$ cat config.mk
export PLATFORM = sky130hd
export DESIGN_NAME = cost_benefit_victim_select
export DESIGN_NICKNAME = d
export VERILOG_FILES = /design/src/hdl/cbvs_pkg.sv /design/src/hdl/cbvs_front.sv /design/src/hdl/cbvs_fifo.sv /design/src/hdl/cbvs_back.sv /design/src/hdl/cost_benefit_victim_select.sv
export SDC_FILE = /design/constraint.sdc
export NUM_CORES = 2
export LEC_CHECK = 0
export ABC_CLOCK_PERIOD_IN_PS = 10870
export BUFFER_PORTS_ARGS = -buffer_cell sky130_fd_sc_hd__buf_2
export CAP_MARGIN = 20
export CORE_MARGIN = 3
export CORE_UTILIZATION = 56
export CTS_BUF_LIST = sky130_fd_sc_hd__clkbuf_4 sky130_fd_sc_hd__clkbuf_8 sky130_fd_sc_hd__clkbuf_16
export DETAILED_ROUTE_END_ITERATION = 10
export PLACE_DENSITY = 0.86
export SYNTH_ARGS = -nofsm -noshare
export SYNTH_HDL_FRONTEND = slang
export SYNTH_SLANG_ARGS = --single-unit
$ cat constraint.sdc
create_clock -name clk -period 10.87 [get_ports clk]
set_input_delay 2.174 -clock clk [delete_from_list [all_inputs] [get_ports clk]]
set_output_delay 2.174 -clock clk [all_outputs]
set_load 0.005 [all_outputs]
$ cat src/hdl/cbvs_pkg.sv
// ----------------------------------------------------------------------------
// cbvs_pkg
// Shared constants and types for the cost-benefit victim selector.
// ----------------------------------------------------------------------------
package cbvs_pkg;

  localparam int BLOCKS_PER_DIE = 4096;
  localparam int BLOCK_SLICES   = 256;

  localparam int BLK_W      = 12;
  localparam int ACT_W      = 13;
  localparam int TICK_W     = 32;
  localparam int INV_W      = 9;
  localparam int WEAR_W     = 16;
  localparam int NUM_W      = TICK_W + INV_W;
  localparam int DEN_W      = INV_W + 1;
  localparam int PROD_W     = NUM_W + DEN_W;
  localparam int CFG_IDX_W  = 8;
  localparam int CFG_DATA_W = 32;

  localparam int QDEPTH  = 2;
  localparam int QPTR_W  = (QDEPTH > 1) ? $clog2(QDEPTH) : 1;
  localparam int QCNT_W  = $clog2(QDEPTH + 1);

  localparam logic [ACT_W-1:0]     ACTIVE_NONE      = ACT_W'(4096);
  localparam logic [CFG_IDX_W-1:0] REG_CURRENT_TICK = CFG_IDX_W'(0);
  localparam logic [CFG_IDX_W-1:0] REG_ACTIVE_BLOCK = CFG_IDX_W'(1);

  typedef struct packed {
    logic              eligible;
    logic [BLK_W-1:0]  blk;
    logic [NUM_W-1:0]  num;
    logic [DEN_W-1:0]  den;
    logic [INV_W-1:0]  inv;
    logic [WEAR_W-1:0] wear;
    logic              last;
  } item_t;

  typedef struct packed {
    logic push;
    logic pop;
    logic full;
    logic empty;
  } q_ctrl_t;

endpackage

$ cat src/hdl/cbvs_front.sv
// ----------------------------------------------------------------------------
// cbvs_front
// Accepts descriptors, holds the config registers, numbers the blocks,
// checks eligibility and forms the exact score fraction.
// ----------------------------------------------------------------------------
module cbvs_front
  import cbvs_pkg::*;
(
  input  logic                  clk,
  input  logic                  rst_n,
  input  logic                  cfg_valid,
  output logic                  cfg_ready,
  input  logic [CFG_IDX_W-1:0]  cfg_index,
  input  logic [CFG_DATA_W-1:0] cfg_data,
  input  logic                  in_valid,
  output logic                  in_ready,
  input  logic                  in_is_bad,
  input  logic                  in_is_free,
  input  logic [INV_W-1:0]      in_invalid_slices,
  input  logic [WEAR_W-1:0]     in_erase_count,
  input  logic [TICK_W-1:0]     in_update_tick,
  input  logic                  in_last_block,
  input  logic                  q_full,
  output logic                  q_push,
  output item_t                 q_item
);

  logic [TICK_W-1:0] tick_r;
  logic [ACT_W-1:0]  active_r;
  logic [BLK_W-1:0]  blk_cnt_r;
  logic [BLK_W-1:0]  blk_cnt_nxt;

  logic [INV_W-1:0]  inv_sat;
  logic [INV_W-1:0]  valid_cnt;
  logic [TICK_W-1:0] age;
  logic [NUM_W-1:0]  prod;
  logic              cfg_wr;

  assign cfg_ready = 1'b1;
  assign cfg_wr    = cfg_valid && cfg_ready;
  assign in_ready  = !q_full;
  assign q_push    = in_valid && in_ready;

  assign inv_sat   = (in_invalid_slices > INV_W'(BLOCK_SLICES)) ?
                     INV_W'(BLOCK_SLICES) : in_invalid_slices;
  assign valid_cnt = INV_W'(BLOCK_SLICES) - inv_sat;
  assign age       = tick_r - in_update_tick;
  assign prod      = NUM_W'(age) * NUM_W'(inv_sat);

  always_comb begin
    q_item.eligible = !in_is_bad && !in_is_free && (ACT_W'(blk_cnt_r) != active_r) &&
                      (inv_sat != '0);
    q_item.blk      = blk_cnt_r;
    q_item.num      = (valid_cnt == '0) ? NUM_W'(age) : prod;
    q_item.den      = (valid_cnt == '0) ? DEN_W'(1) : {valid_cnt, 1'b0};
    q_item.inv      = inv_sat;
    q_item.wear     = in_erase_count;
    q_item.last     = in_last_block;
  end

  always_comb begin
    if (in_last_block || (blk_cnt_r == BLK_W'(BLOCKS_PER_DIE - 1))) begin
      blk_cnt_nxt = '0;
    end else begin
      blk_cnt_nxt = blk_cnt_r + BLK_W'(1);
    end
  end

  always_ff @(posedge clk) begin
    if (!rst_n) begin
      tick_r    <= '0;
      active_r  <= ACTIVE_NONE;
      blk_cnt_r <= '0;
    end else begin
      if (cfg_wr) begin
        case (cfg_index)
          REG_CURRENT_TICK: tick_r   <= TICK_W'(cfg_data);
          REG_ACTIVE_BLOCK: active_r <= cfg_data[ACT_W-1:0];
          default: ;
        endcase
      end
      if (q_push) begin
        blk_cnt_r <= blk_cnt_nxt;
      end
    end
  end

endmodule

$ cat src/hdl/cbvs_fifo.sv
// ----------------------------------------------------------------------------
// cbvs_fifo
// Short register queue of scored descriptors between front and back.
// ----------------------------------------------------------------------------
module cbvs_fifo
  import cbvs_pkg::*;
(
  input  logic    clk,
  input  logic    rst_n,
  input  logic    push,
  input  item_t   wr_item,
  input  logic    pop,
  output item_t   rd_item,
  output logic    full,
  output logic    empty
);

  item_t             mem_r [QDEPTH];
  logic [QPTR_W-1:0] wr_ptr_r;
  logic [QPTR_W-1:0] rd_ptr_r;
  logic [QCNT_W-1:0] count_r;

  assign full    = (count_r == QCNT_W'(QDEPTH));
  assign empty   = (count_r == '0);
  assign rd_item = mem_r[rd_ptr_r];

  function automatic logic [QPTR_W-1:0] ptr_inc(input logic [QPTR_W-1:0] p);
    logic [QPTR_W-1:0] r;
    r = (p == QPTR_W'(QDEPTH - 1)) ? '0 : p + QPTR_W'(1);
    return r;
  endfunction

  always_ff @(posedge clk) begin
    if (push) begin
      mem_r[wr_ptr_r] <= wr_item;
    end
  end

  always_ff @(posedge clk) begin
    if (!rst_n) begin
      wr_ptr_r <= '0;
      rd_ptr_r <= '0;
      count_r  <= '0;
    end else begin
      if (push) wr_ptr_r <= ptr_inc(wr_ptr_r);
      if (pop)  rd_ptr_r <= ptr_inc(rd_ptr_r);
      if (push && !pop) begin
        count_r <= count_r + QCNT_W'(1);
      end else if (pop && !push) begin
        count_r <= count_r - QCNT_W'(1);
      end
    end
  end

  a_count_bound: assert property (@(posedge clk) disable iff (!rst_n)
    count_r <= QCNT_W'(QDEPTH))
    else $error("queue count beyond depth");

  a_no_overflow: assert property (@(posedge clk) disable iff (!rst_n)
    !(push && full))
    else $error("push into full queue");

  a_no_underflow: assert property (@(posedge clk) disable iff (!rst_n)
    !(pop && empty))
    else $error("pop from empty queue");

endmodule

$ cat src/hdl/cbvs_back.sv
// ----------------------------------------------------------------------------
// cbvs_back
// Cross-multiplies each score against the running best, applies the tie
// rules and reports the victim on the last descriptor.
// ----------------------------------------------------------------------------
module cbvs_back
  import cbvs_pkg::*;
(
  input  logic              clk,
  input  logic              rst_n,
  input  item_t             q_item,
  input  logic              q_empty,
  output logic              q_pop,
  output logic              out_valid,
  input  logic              out_ready,
  output logic              out_victim_found,
  output logic [BLK_W-1:0]  out_victim_block
);

  typedef enum logic [1:0] {S_IDLE, S_MUL, S_CMP} state_t;

  state_t             state_r;
  item_t              cur_r;
  logic [PROD_W-1:0]  lhs_r;
  logic [PROD_W-1:0]  rhs_r;
  logic               have_best_r;
  logic [BLK_W-1:0]   best_blk_r;
  logic [NUM_W-1:0]   best_num_r;
  logic [DEN_W-1:0]   best_den_r;
  logic [INV_W-1:0]   best_inv_r;
  logic [WEAR_W-1:0]  best_wear_r;
  logic               out_valid_r;
  logic               out_found_r;
  logic [BLK_W-1:0]   out_blk_r;

  logic               take;
  logic               out_free;
  logic               out_load;
  logic               have_best_nxt;
  logic [BLK_W-1:0]   best_blk_nxt;

  assign q_pop            = (state_r == S_IDLE) && !q_empty;
  assign out_valid        = out_valid_r;
  assign out_victim_found = out_found_r;
  assign out_victim_block = out_blk_r;
  assign out_free         = !out_valid_r || out_ready;
  assign out_load         = (state_r == S_CMP) && cur_r.last && out_free;

  always_comb begin
    if (!cur_r.eligible) begin
      take = 1'b0;
    end else if (!have_best_r) begin
      take = 1'b1;
    end else if (lhs_r > rhs_r) begin
      take = 1'b1;
    end else if (lhs_r == rhs_r) begin
      take = (cur_r.inv > best_inv_r) ||
             ((cur_r.inv == best_inv_r) && (cur_r.wear > best_wear_r));
    end else begin
      take = 1'b0;
    end
    have_best_nxt = have_best_r || take;
    best_blk_nxt  = take ? cur_r.blk : best_blk_r;
  end

  always_ff @(posedge clk) begin
    if (!rst_n) begin
      state_r     <= S_IDLE;
      have_best_r <= 1'b0;
      best_blk_r  <= '0;
      best_num_r  <= '0;
      best_den_r  <= DEN_W'(1);
      best_inv_r  <= '0;
      best_wear_r <= '0;
      out_valid_r <= 1'b0;
      out_found_r <= 1'b0;
      out_blk_r   <= '0;
    end else begin
      if (out_load) begin
        out_valid_r <= 1'b1;
        out_found_r <= have_best_nxt;
        out_blk_r   <= have_best_nxt ? best_blk_nxt : '0;
      end else if (out_ready) begin
        out_valid_r <= 1'b0;
      end
      case (state_r)
        S_IDLE: begin
          if (!q_empty) begin
            cur_r   <= q_item;
            state_r <= S_MUL;
          end
        end
        S_MUL: begin
          lhs_r   <= PROD_W'(cur_r.num) * PROD_W'(best_den_r);
          rhs_r   <= PROD_W'(best_num_r) * PROD_W'(cur_r.den);
          state_r <= S_CMP;
        end
        S_CMP: begin
          if (!cur_r.last) begin
            if (take) begin
              have_best_r <= 1'b1;
              best_blk_r  <= cur_r.blk;
              best_num_r  <= cur_r.num;
              best_den_r  <= cur_r.den;
              best_inv_r  <= cur_r.inv;
              best_wear_r <= cur_r.wear;
            end
            state_r <= S_IDLE;
          end else if (out_free) begin
            have_best_r <= 1'b0;
            best_blk_r  <= '0;
            best_num_r  <= '0;
            best_den_r  <= DEN_W'(1);
            best_inv_r  <= '0;
            best_wear_r <= '0;
            state_r     <= S_IDLE;
          end
        end
        default: state_r <= S_IDLE;
      endcase
    end
  end

  a_clear_best: assert property (@(posedge clk) disable iff (!rst_n)
    !have_best_r |-> (best_num_r == '0) && (best_den_r == DEN_W'(1)))
    else $error("best score not cleared");

  a_den_nonzero: assert property (@(posedge clk) disable iff (!rst_n)
    best_den_r != '0)
    else $error("zero best denominator");

  a_fail_block: assert property (@(posedge clk) disable iff (!rst_n)
    out_valid_r && !out_found_r |-> out_blk_r == '0)
    else $error("block index reported without victim");

  a_result_on_last: assert property (@(posedge clk) disable iff (!rst_n)
    $rose(out_valid_r) |-> $past(state_r == S_CMP) && $past(cur_r.last))
    else $error("result not caused by last descriptor");

endmodule

$ cat src/hdl/cost_benefit_victim_select.sv
// ----------------------------------------------------------------------------
// cost_benefit_victim_select
// Cost-benefit garbage-collection victim selection over one die.
//
// Usage: write current_tick (index 0) and active_block (index 1) on the cfg
// channel, then stream one descriptor per block, in block order, on the in_
// channel, the final one with in_last_block set. The block with the highest
// age*invalid/(2*valid) score wins, ties going to more invalid slices, then
// higher erase count, then the earlier block. One transfer on the out_
// channel follows the last descriptor: victim_found and victim_block.
// The back end handles one descriptor at a time (dequeue, cross-multiply,
// compare and update) before it takes the next. The front scores a
// descriptor as it is accepted and queues up to two ahead of the back end.
// After the last descriptor is accepted, it passes through the queue and
// the dequeue, cross-multiply and compare steps; the result is registered.
// Reset clears the scan, sets current_tick to 0 and active_block to none.
// A stalled receiver holds the result; the back end then waits on the next
// last descriptor, and the queue fills before in_ready drops.
// ----------------------------------------------------------------------------
module cost_benefit_victim_select
  import cbvs_pkg::*;
(
  input  logic                  clk,
  input  logic                  rst_n,
  input  logic                  cfg_valid,
  output logic                  cfg_ready,
  input  logic [CFG_IDX_W-1:0]  cfg_index,
  input  logic [CFG_DATA_W-1:0] cfg_data,
  input  logic                  in_valid,
  output logic                  in_ready,
  input  logic                  in_is_bad,
  input  logic                  in_is_free,
  input  logic [INV_W-1:0]      in_invalid_slices,
  input  logic [WEAR_W-1:0]     in_erase_count,
  input  logic [TICK_W-1:0]     in_update_tick,
  input  logic                  in_last_block,
  output logic                  out_valid,
  input  logic                  out_ready,
  output logic                  out_victim_found,
  output logic [BLK_W-1:0]      out_victim_block
);

  item_t   push_item;
  item_t   head_item;
  q_ctrl_t q_ctrl;

  cbvs_front u_front (
    .clk               (clk),
    .rst_n             (rst_n),
    .cfg_valid         (cfg_valid),
    .cfg_ready         (cfg_ready),
    .cfg_index         (cfg_index),
    .cfg_data          (cfg_data),
    .in_valid          (in_valid),
    .in_ready          (in_ready),
    .in_is_bad         (in_is_bad),
    .in_is_free        (in_is_free),
    .in_invalid_slices (in_invalid_slices),
    .in_erase_count    (in_erase_count),
    .in_update_tick    (in_update_tick),
    .in_last_block     (in_last_block),
    .q_full            (q_ctrl.full),
    .q_push            (q_ctrl.push),
    .q_item            (push_item)
  );

  cbvs_fifo u_fifo (
    .clk     (clk),
    .rst_n   (rst_n),
    .push    (q_ctrl.push),
    .wr_item (push_item),
    .pop     (q_ctrl.pop),
    .rd_item (head_item),
    .full    (q_ctrl.full),
    .empty   (q_ctrl.empty)
  );

  cbvs_back u_back (
    .clk              (clk),
    .rst_n            (rst_n),
    .q_item           (head_item),
    .q_empty          (q_ctrl.empty),
    .q_pop            (q_ctrl.pop),
    .out_valid        (out_valid),
    .out_ready        (out_ready),
    .out_victim_found (out_victim_found),
    .out_victim_block (out_victim_block)
  );

endmodule
==> summary.txt <==
Hold path
  • WHS Path Cells: 2
  • Worst min-delay path class: register to register

Yosys
  • Ranking of synthesized cells by area: fa_1 (29%), edfxtp_1 (20%), ha_1 (7.6%)
  • Main flop type after synthesis: edfxtp_1
  • Ys async rst share: 0%
  • Synth top area share: 29.4%
  • Post-Syn Instances: 5819
  • Mean Syn Cell Area: 9.75 um2
  • Post-synthesis sequential area ratio: 25.5%
  • Syn nets: 7100
  • Syn Std Cell Area: 56700 um2
  • Number of flops mapped to enable cells by yosys: 372
  • Most frequent cell after synthesis: inv_1
  • Yosys warns: 0
  • Post-synth top cells: inv_1 (890), nand2_1 (850), fa_1 (832)
  • FF+latch count, synth: 538
  • Yosys top cell by area: fa_1
  • Yosys cell types: 80

Drt
  • Vias/cell: 5.80
  • Total number of vias: 41467
  • Per-cell routed wire length: 19.3 um
  • DRC Markers: 0
  • TritonRoute pass-1 iters: 6
  • Antenna-violating nets left: 0
  • Drt first-iter violations: 3833
  • Final WL: 138000 um

CTS
  • Later-pin clock latency in the skew report: 660 ps
  • H-tree levels: 2
  • Post-cts resize count: 0
  • Root Driver: clkbuf_16
  • Worst-case clock buffer depth: 3
  • CTS sink cnt: 538
  • # Post-CTS Setup Buffers: 0
  • Hold Buf Count CTS: 0
  • CTS tree: done
  • Worst-path clk slew: 60 ps
  • CTS buffer count: 58

Placed design
  • Area after DPL: 58300 um2
  • DP Wirelength: 102000 um
  • Gpl congestion: 0.938
  • Number of port buffers: 119

Worst setup path
  • CP Class: input pin to register
  • CP peak stage delay: 610 ps
  • Startpoint Class: input pin
  • Crit path required time: 11190 ps
  • Kind of end point of the critical path: register
  • Worst-case reg-to-reg path depth: 30
  • Worst Path Arrival: 10240 ps
  • Largest fanout on the critical path: 7
  • Crit-path slowest cell: o41ai_1

Die
  • Core box area: 100000 um2
  • Die Area: 105000 um2
  • Die Y: 324 um
  • Initial core utilization: 56.6%
  • Ports: 121
  • Site Rows: 116
  • Die X: 324 um

STA
  • Setup TNS: 0 ps
  • Final setup violation count: 0
  • WHS: 471 ps
  • Max-Slew Margin vs Limit: 26.2%
  • Worst Max-Slew Pin Slew: 1100 ps
  • Max-slew violations: 0
  • Layout Skew: 60.6 ps
  • Final min period: 9920 ps
  • Period utilization: 91.2%
  • RSZ-0062 raised after global routing: false
  • Fmax: 0.101 GHz
  • Final hold viol count: 0

Outcome
  • Status: finished clean

Power
  • Pwr Density: 139 nW/um2
  • P_leak: 27.4 nW
  • Peak VDD IR: 0.132 mV

Finish
  • Fraction of layout cells with a size suffix above 1: 7.15%
  • Final core occ: 60.2%
  • Area Growth Syn to Fin: 6.48%
  • Nets: 7022
  • Fillers: 7652
  • Post-route cell area: 60400 um2

GRT
  • Pin count of the biggest net entering global routing: 100
  • GRT Util Overall: 26.8%
  • Vias in the first global route: 44504
  • Initial antenna violation count: 2
  • GR Overflow Total: 0
  • First-pass GRT wire length: 227000 um

Flow run
  • Max-cap viol count: 0
==> critical path, delay by kind of cell <==
family	cells	cell delay, ps
compound gates	14	3750
xor+xnor	2	630
fa+ha+maj	7	2920
buf+inv	4	260
simple gates	3	490
==> kinds of logic after synthesis <==
group | after synthesis | synth area share (%)
other | 1 | 0.00661
DFF | 538 | 25.5
AOI/OAI and AO/OA | 633 | 7.35
and+or+nand+nor | 1881 | 15.5
buffers and inverters | 1203 | 8.01
xor gates and xnor gates | 189 | 2.94
muxes | 198 | 3.70
adders and majority gates | 1176 | 36.9
==> registers in the layout (all words and copies together), names as in the netlist, 2 cells and up <==
register and count:
u_back.best_blk_r 12, u_back.best_den_r 10, u_back.best_inv_r 9, u_back.best_num_r 41
u_back.best_wear_r 16, u_back.cur_r 90, u_back.lhs_r 51, u_back.out_victim_block 12
u_back.rhs_r 51, u_back.state_r 2, u_fifo.count_r 2, u_fifo.mem_r 180
u_front.active_r 13, u_front.blk_cnt_r 12, u_front.tick_r 32
==> where the power goes <==
| group | internal [mW] | total [mW] | leakage (nW) | switching [mW] |
|---|---|---|---|---|
| clock | 1.25 | 2.12 | 1.04 | 0.870 |
| combinational | 1.19 | 3.20 | 21.5 | 2.01 |
| sequential | 2.75 | 3.10 | 4.81 | 0.350 |
| total | 5.19 | 8.42 | 27.4 | 3.23 |
==> per-stage QoR <==
stage	instances	setup slack (ps)	power [mW]
floorplan	5819	1480	5.23
global placement	7034	614	6.09
detailed placement	7037	380	6.24
CTS	7147	1020	8.38
global route	7149	445	8.89
finish	7149	954	8.42
==> path summary, 6_finish.rpt <==
path | to | slack (ps) | from
max | u_fifo.mem_r[0][76]$_DFFE_PP_ | 950 | in_update_tick[0]
min | u_front.tick_r[23]$_SDFFE_PN0P_ | 470 | u_front.tick_r[23]$_SDFFE_PN0P_
max reg2reg | u_fifo.mem_r[0][76]$_DFFE_PP_ | 2170 | u_front.tick_r[0]$_SDFFE_PN0P_
min reg2reg | u_front.tick_r[23]$_SDFFE_PN0P_ | 470 | u_front.tick_r[23]$_SDFFE_PN0P_
==> per-layer routing <==
metal  track usage (%)  part of all wire (%)  vias to the layer above  wire length [um]
met5                 0                     0                        -                 0
met4              10.6                   4.0                        0              5490
met3              5.16                   9.3                      399             12800
met2              45.6                    48                     2134             66700
met1              34.0                    38                    20554             52800
li1                  -                     -                    18380                 -
==> cell type report <==
class,instances,area (um2),share of cell area (%)
antenna,1,2.50,0.00414
clock buffer,79,1690,2.80
clock inverter,31,414,0.686
inverter,892,3350,5.54
multi-input combinational,4078,37700,62.5
sequential,538,14500,24.0
tap,1357,1700,2.81
timing repair buffer,173,1020,1.68
==> placed cells by master (no fill, tap or decap), types with 107 or more instances in the layout <==
master / netlist / routed
xnor2_1: 107 / 107
a21oi_1: 193 / 193
ha_1: 344 / 344
nor2_1: 269 / 266
nand2_1: 850 / 850
dfxtp_1: 166 / 163
a21o_1: 107 / 107
edfxtp_1: 372 / 372
and2_1: 379 / 378
fa_1: 832 / 832
inv_1: 890 / 890
buf_2: 11 / 118
nand3_1: 154 / 154
o21ai_0: 108 / 107
No activity file was read; power rests on OpenSTA's default activity.
